[config.mk]
export PLATFORM = sky130hd
export DESIGN_NAME = rc4_keystream_xor_unit
export DESIGN_NICKNAME = d
export VERILOG_FILES = /design/src/rtl/rc4kx_pkg.sv /design/src/rtl/rc4kx_core.sv /design/src/rtl/rc4_keystream_xor_unit.sv
export VERILOG_INCLUDE_DIRS = /design/src /design/src/rtl
export SDC_FILE = /design/constraint.sdc
export NUM_CORES = 2
export LEC_CHECK = 0
export BUFFER_PORTS_ARGS = -buffer_cell sky130_fd_sc_hd__buf_2
export CORE_ASPECT_RATIO = 0.8
export CORE_UTILIZATION = 50
export DETAILED_ROUTE_END_ITERATION = 12
export GPL_TIMING_DRIVEN = 0
export PLACE_DENSITY = 0.75
export SETUP_SLACK_MARGIN = 0.5
export SLEW_MARGIN = 20
export SYNTH_ARGS = -nofsm -noshare
export SYNTH_HDL_FRONTEND = slang
export SYNTH_HIERARCHICAL = 1
export SYNTH_SLANG_ARGS = --single-unit
export TNS_END_PERCENT = 50
[constraint.sdc]
create_clock -name clk -period 6.34 [get_ports clk]
set_clock_uncertainty 0.2 [all_clocks]
set_input_delay 1.268 -clock clk [delete_from_list [all_inputs] [get_ports clk]]
set_output_delay 1.268 -clock clk [all_outputs]
set_load 0.01 [all_outputs]
[src/rtl/rc4_keystream_xor_unit_defines.svh]
// assertion macros used by the rc4 keystream core
`ifndef RC4_KEYSTREAM_XOR_UNIT_DEFINES_SVH
`define RC4_KEYSTREAM_XOR_UNIT_DEFINES_SVH

`ifndef NO_ASSERTIONS

`define RC4KX_ASSERT_IMPL(label, lhs, rhs) \
  label: assert property (@(posedge clk) disable iff (!rst_n) (lhs) |-> (rhs)) \
    else $error("rc4kx assertion failed");

`define RC4KX_ASSERT_NEXT(label, lhs, rhs) \
  label: assert property (@(posedge clk) disable iff (!rst_n) (lhs) |=> (rhs)) \
    else $error("rc4kx assertion failed");

`else

`define RC4KX_ASSERT_IMPL(label, lhs, rhs)

`define RC4KX_ASSERT_NEXT(label, lhs, rhs)

`endif

`endif

[src/rtl/rc4kx_pkg.sv]
// types and constants of the rc4 keystream xor unit
package rc4kx_pkg;

  localparam int unsigned BYTE_W = 8;
  localparam int unsigned CMD_W  = 2;
  localparam int unsigned S_DEPTH = 256;

  localparam logic [CMD_W-1:0] CMD_WRITE_ENTRY = 2'd0;
  localparam logic [CMD_W-1:0] CMD_SET_PTRS    = 2'd1;
  localparam logic [CMD_W-1:0] CMD_CRYPT       = 2'd2;

  typedef logic [BYTE_W-1:0] byte_t;

  typedef struct packed {
    logic [CMD_W-1:0] cmd;
    byte_t            entry_index;
    byte_t            entry_value;
    byte_t            i_start;
    byte_t            j_start;
    byte_t            data_in;
    logic             last_in;
  } in_beat_t;

  typedef struct packed {
    byte_t data_out;
    logic  last_out;
  } out_beat_t;

  typedef struct packed {
    logic      ready;
    logic      key_vld;
    out_beat_t res;
  } core_stat_t;

  typedef enum logic [1:0] {
    ST_IDLE,
    ST_RD_J,
    ST_RD_T,
    ST_KEY
  } state_t;

endpackage

[src/rtl/rc4kx_core.sv]
// permutation memory, pointers and per-byte read-modify-write sequencer
`include "rc4_keystream_xor_unit_defines.svh"

module rc4kx_core (
  input  logic                clk,
  input  logic                rst_n,
  input  logic                in_go,
  input  rc4kx_pkg::in_beat_t beat,
  input  logic                out_free,
  output rc4kx_pkg::core_stat_t stat
);
  import rc4kx_pkg::*;

  byte_t  mem [S_DEPTH];
  byte_t  rdata_r;

  state_t state_r, state_nxt;
  byte_t  i_r, i_nxt;
  byte_t  j_r, j_nxt;
  byte_t  si_r, sj_r;
  logic   fwd_r;
  byte_t  data_r;
  logic   last_r;

  logic   mem_we, mem_re;
  byte_t  mem_waddr, mem_wdata, mem_raddr;
  byte_t  j_sum, t_addr, key;
  logic   is_crypt;

  assign is_crypt = (beat.cmd == CMD_CRYPT);
  assign j_sum    = j_r + rdata_r;
  assign t_addr   = si_r + rdata_r;
  assign key      = fwd_r ? sj_r : rdata_r;

  // next state
  always_comb begin
    state_nxt = state_r;
    unique case (state_r)
      ST_IDLE: if (in_go && is_crypt) state_nxt = ST_RD_J;
      ST_RD_J: state_nxt = ST_RD_T;
      ST_RD_T: state_nxt = ST_KEY;
      ST_KEY: begin
        if (out_free) state_nxt = (in_go && is_crypt) ? ST_RD_J : ST_IDLE;
      end
      default: state_nxt = ST_IDLE;
    endcase
  end

  // memory port control and status
  always_comb begin
    mem_we            = 1'b0;
    mem_re            = 1'b0;
    mem_waddr         = beat.entry_index;
    mem_wdata         = beat.entry_value;
    mem_raddr         = i_r + 8'd1;
    stat.ready        = 1'b0;
    stat.key_vld      = 1'b0;
    stat.res.data_out = data_r ^ key;
    stat.res.last_out = last_r;
    unique case (state_r)
      ST_IDLE, ST_KEY: begin
        stat.ready   = (state_r == ST_IDLE) || out_free;
        stat.key_vld = (state_r == ST_KEY);
        if (in_go) begin
          mem_we = (beat.cmd == CMD_WRITE_ENTRY);
          mem_re = is_crypt;
        end
      end
      ST_RD_J: begin
        mem_we    = 1'b1;
        mem_waddr = j_sum;
        mem_wdata = rdata_r;
        mem_re    = 1'b1;
        mem_raddr = j_sum;
      end
      ST_RD_T: begin
        mem_we    = 1'b1;
        mem_waddr = i_r;
        mem_wdata = rdata_r;
        mem_re    = 1'b1;
        mem_raddr = t_addr;
      end
      default: begin
        mem_we = 1'b0;
      end
    endcase
  end

  // read-first: a read and a write of the same entry return the old value
  always_ff @(posedge clk) begin
    if (mem_we) mem[mem_waddr] <= mem_wdata;
    if (mem_re) rdata_r <= mem[mem_raddr];
  end

  always_comb begin
    i_nxt = i_r;
    j_nxt = j_r;
    if (in_go && beat.cmd == CMD_SET_PTRS) begin
      i_nxt = beat.i_start;
      j_nxt = beat.j_start;
    end else if (in_go && is_crypt) begin
      i_nxt = i_r + 8'd1;
    end else if (state_r == ST_RD_J) begin
      j_nxt = j_sum;
    end
  end

  always_ff @(posedge clk) begin
    if (!rst_n) begin
      state_r <= ST_IDLE;
      i_r     <= '0;
      j_r     <= '0;
    end else begin
      state_r <= state_nxt;
      i_r     <= i_nxt;
      j_r     <= j_nxt;
    end
  end

  always_ff @(posedge clk) begin
    if (in_go && is_crypt) begin
      data_r <= beat.data_in;
      last_r <= beat.last_in;
    end
    if (state_r == ST_RD_J) si_r <= rdata_r;
    if (state_r == ST_RD_T) begin
      sj_r  <= rdata_r;
      // s[i] is written in the same cycle as the keystream read
      fwd_r <= (t_addr == i_r);
    end
  end

  `RC4KX_ASSERT_NEXT(a_crypt_start, in_go && is_crypt, state_r == ST_RD_J)
  `RC4KX_ASSERT_NEXT(a_rd_j_then_t, state_r == ST_RD_J, state_r == ST_RD_T)
  `RC4KX_ASSERT_IMPL(a_go_when_ready, in_go, state_r == ST_IDLE || state_r == ST_KEY)
  `RC4KX_ASSERT_NEXT(a_key_held, stat.key_vld && !out_free,
                     stat.key_vld && $stable(stat.res))

endmodule

[src/rtl/rc4_keystream_xor_unit.sv]
// top level of the rc4 keystream xor unit
// usage:
//   in channel (in_valid, in_stall, in_data) carries commands: write one
//   permutation entry, set the i and j pointers, or crypt one data byte.
//   out channel (out_valid, out_stall, out_data) carries one beat per crypt
//   command: data byte xor keystream byte, with the last marker copied.
//   load commands give no beat.
//   an accepted crypt beat steps through the states ST_RD_J, ST_RD_T and
//   ST_KEY; in ST_KEY its result is loaded into the output register once
//   that is free. no new crypt beat is taken before then, as it waits on
//   the three dependent reads of s[i], s[j] and s[t] through the single
//   read port of the permutation memory. the next beat is accepted in the
//   same cycle the result moves to the output register.
//   if the receiver stalls while a result waits, a finished keystream byte is
//   held in the core and in_stall rises until the output register drains.
//   reset clears the pointers to zero and empties the output register; the
//   permutation memory is not cleared and every entry must be written before
//   the first crypt beat.
module rc4_keystream_xor_unit (
  input  logic                 clk,
  input  logic                 rst_n,
  input  logic                 in_valid,
  output logic                 in_stall,
  input  rc4kx_pkg::in_beat_t  in_data,
  output logic                 out_valid,
  input  logic                 out_stall,
  output rc4kx_pkg::out_beat_t out_data
);
  import rc4kx_pkg::*;

  core_stat_t stat;
  logic       in_go, out_free, out_load;
  logic       out_valid_r, out_valid_nxt;
  out_beat_t  out_r;

  assign in_stall = !stat.ready;
  assign in_go    = in_valid && !in_stall;
  assign out_free = !out_valid_r || !out_stall;
  assign out_load = stat.key_vld && out_free;

  rc4kx_core u_core (
    .clk      (clk),
    .rst_n    (rst_n),
    .in_go    (in_go),
    .beat     (in_data),
    .out_free (out_free),
    .stat     (stat)
  );

  always_comb begin
    out_valid_nxt = out_valid_r;
    if (out_load) out_valid_nxt = 1'b1;
    else if (!out_stall) out_valid_nxt = 1'b0;
  end

  always_ff @(posedge clk) begin
    if (!rst_n) out_valid_r <= 1'b0;
    else out_valid_r <= out_valid_nxt;
  end

  always_ff @(posedge clk) begin
    if (out_load) out_r <= stat.res;
  end

  assign out_valid = out_valid_r;
  assign out_data  = out_r;

endmodule

==> flow_summary.yaml <==
pwr:
  pwr-share-clk_pct: 20.8
  p_leak_nw: 31.1
  ir_drop_mv: 0.505
  pwr-share-comb_pct: 47.1
  p_sw_mw: 24.5
  power_mw: 54.8
  power.density_mw_per_mm2: 569
  p_seq_share_pct: 32.1
  swShare_pct: 44.6
  p_int_mw: 30.4
yosys:
  synth_seq_area_share_pct: 74.5
  synth_seq_cells: 2110
  synth-async-reset-ratio_pct: 0
  synth-edff-count: 2091
  syn_inst: 5353
  syn_area_mm2: 0.0848
  ys.flop_type: "edfxtp_1"
  avgSynthCellArea_um2: 15.8
  syn-num-nets: 5422
  synth.distinct_cells: 78
  yosysWarnings: 6
cells_and_area:
  ff_latch_area_mm2: 0.0632
  fin_util_pct: 57.5
  final_cell_mix: "2091 x edfxtp_1, 863 x nand2_1, 346 x mux2i_1, 342 x nand3_1, 202 x mux4_2"
  n_fill_cell: 12637
  multiInputGateArea_mm2: 0.0216
  final_common_cell: "edfxtp_1"
  syn_to_final_growth_pct: 13.6
  final_layout_size_suffix_gt1_share_pct: 18.7
  fin_nets: 5698
flow_run:
  cap_violations: 0
floorplanning:
  coreArea_mm2: 0.168
  die_w_um: 463
  start_util_pct: 50.6
  die-area_mm2: 0.171
  num_rows: 134
  ioPinCount: 58
  fp.dieH_um: 370
grt:
  track_usage_pct: 34.0
  grt_pass1_vias: 50895
  antenna_found_initial: 15
  grt_overflow: 0
  grt_start_max_net_pins: 133
  grt_pass1_wl_mm: 400
route:
  drtPass1Iterations: 7
  vias: 54735
  ant_nets: 0
  wl_mm: 295
  drt_iter0_drc: 10239
  drc: 0
  via_per_inst: 6.81
  routedWlPerCell_um: 36.7
clock_network:
  ctsRootBufferMaster: "clkbuf_16"
  insertion_delay_ps: 840
  max-clock-path-buffers: 3
  cts_buffers: 194
  clock-sinks: 2110
  path_clk_slew_ps: 60
  hold_buffers: 0
  ctsHtreeMaxLevel: 4
  cts_tree: "yes"
setup_path:
  cpMostUsedCell: "nand4_1"
  path_cells: "ha_1 > fa_1 > xor2_2 > a221o_2 > nand2_2 > clkbuf_2 > clkbuf_1 > nand2_1 > nand3_1 > o21ai_0 > a311oi_2 > o31a_1 > nand4_1 > nand4_1"
  worstPathMaxFanout: 10
  crit_type: "reg -> reg"
  slowest_stage: "clkbuf_1"
  critPathBufInv: 2
  crit_family: "compound AO/OA/AOI/OAI gates"
  cp.arrival_ps: 6730
  setup.worst_path.end_class: "register"
  slowest_delay_ps: 760
  required_ps: 6810
  cp-start-kind: "register"
timing:
  period_needed_ps: 6270
  fmax_mhz: 160
  relSlewSlack_pct: 12.6
  rsz0062_at_grt: "yes"
  hold-worst-slack_ps: 323
  setup_viol: 0
  finalCritPeriodShare_pct: 98.8
  drv_slew: 0
  finalHoldViolCount: 0
  max_slew.worst_pin.slew_ps: 1310
hold_path:
  worstHoldPathType: "reg -> reg"
status:
  outcome: "completed"
placement:
  hpwl_mm: 200
  gp_congestion: 1.06
  port_buffers: 57
worst paths after layout:
kind                          start                 to  slack (ps)  cells past startpoint
setup / recovery  u_core/rdata_r[0]  u_core/rdata_r[5]          70                     14
hold / removal        u_core/last_r        out_data[0]         320                      1
setup reg to reg  u_core/rdata_r[0]  u_core/rdata_r[5]          70                     14
hold reg to reg       u_core/last_r        out_data[0]         320                      1
power groups by stage:
stage               Combinational [mW]  Sequential (mW)  Clock, mW
global route                      25.7             17.6       12.0
global placement                  22.5             18.4          0
floorplan                         12.3             18.0          0
detailed placement                23.3             17.9          0
finish                            25.8             17.6       11.4
CTS                               23.9             17.6       11.5
worst register-to-register path: cells and delay by family (launching register included):
kind | cells | cell delay, ps
AO/OA/AOI/OAI | 4 | 1740
buffers and inverters | 2 | 1430
AND/OR/NAND/NOR | 5 | 1140
adder cells (fa/ha/maj) | 2 | 790
flip-flops | 1 | 530
XOR/XNOR | 1 | 270
cell type report:
cell class,instances,area share [%]
sequential,2110,65.5
multi-input combinational,2888,22.4
tap,2244,2.91
inverter,13,0.0506
clock inverter,111,1.11
buffer,342,1.92
clock buffer,238,5.23
timing repair buffer,80,0.815
antenna,12,0.0312
through the flow:
| stage | std cells | TNS (ps) | setup WS, ps | area [µm²] |
|---|---|---|---|---|
| global placement | 7654 | -1971170 | -1230 | 87900 |
| CTS | 8025 | 0 | 419 | 95700 |
| global route | 8028 | 0 | 308 | 96400 |
| detailed placement | 7671 | -302090 | -738 | 88600 |
| floorplan | 5353 | 0 | 1860 | 84800 |
| finish | 8038 | 0 | 74.5 | 96400 |
metal layers:
metal | vias up | global-route usage, % | share of wire [%]
li1 | 21317 | - | -
met1 | 27601 | 46.9 | 36
met2 | 4968 | 47.4 | 41
met3 | 829 | 14.3 | 18
met4 | 20 | 14.4 | 5.2
met5 | - | 0.275 | 0.063
cell families after synthesis:
group,synth area share (%)
buf+inv,1.89
flops,74.5
simple gates,8.92
compound gates,4.26
fa+ha+maj,0.342
mux,9.82
xor+xnor,0.310
flip-flops by register name, indices dropped and copies added (netlist names):
signal and cells:
u_core/mem 2048, out_data 9, u_core/data_r 8, u_core/i_r 8
u_core/j_r 8, u_core/rdata_r 8, u_core/si_r 8, u_core/sj_r 8
u_core/state_r 2, out_valid 1, u_core/fwd_r 1, u_core/last_r 1
cells in the mapped netlist, drive strengths merged, types with 19 or more instances:
cell	n	area share (%)
mux4	202	5.4
o22ai	44	0.32
a31oi	59	0.44
nand4	26	0.19
ha	20	0.29
and3	55	0.41
a221oi	58	0.62
clkbuf	159	0.72
a21oi	78	0.46
edfxtp	2091	74
mux2	28	0.38
dfxtp	19	0.45
o221ai	24	0.25
nand3	342	2.0
nand2	874	3.9
a32oi	22	0.23
mux2i	346	4.1
nor3	35	0.21
xnor2	19	0.20
a311oi	44	0.46
nor2	356	1.6
buf	183	1.1
o21ai	53	0.31
timing repair:
item,CTS,global route
pin swaps,2,1
endpoints found under the hold margin,0,0
gates resized for setup,323,176
buffers inserted,5,0
setup endpoints to repair,1820,1524
No activity file was read; power rests on OpenSTA's default activity.
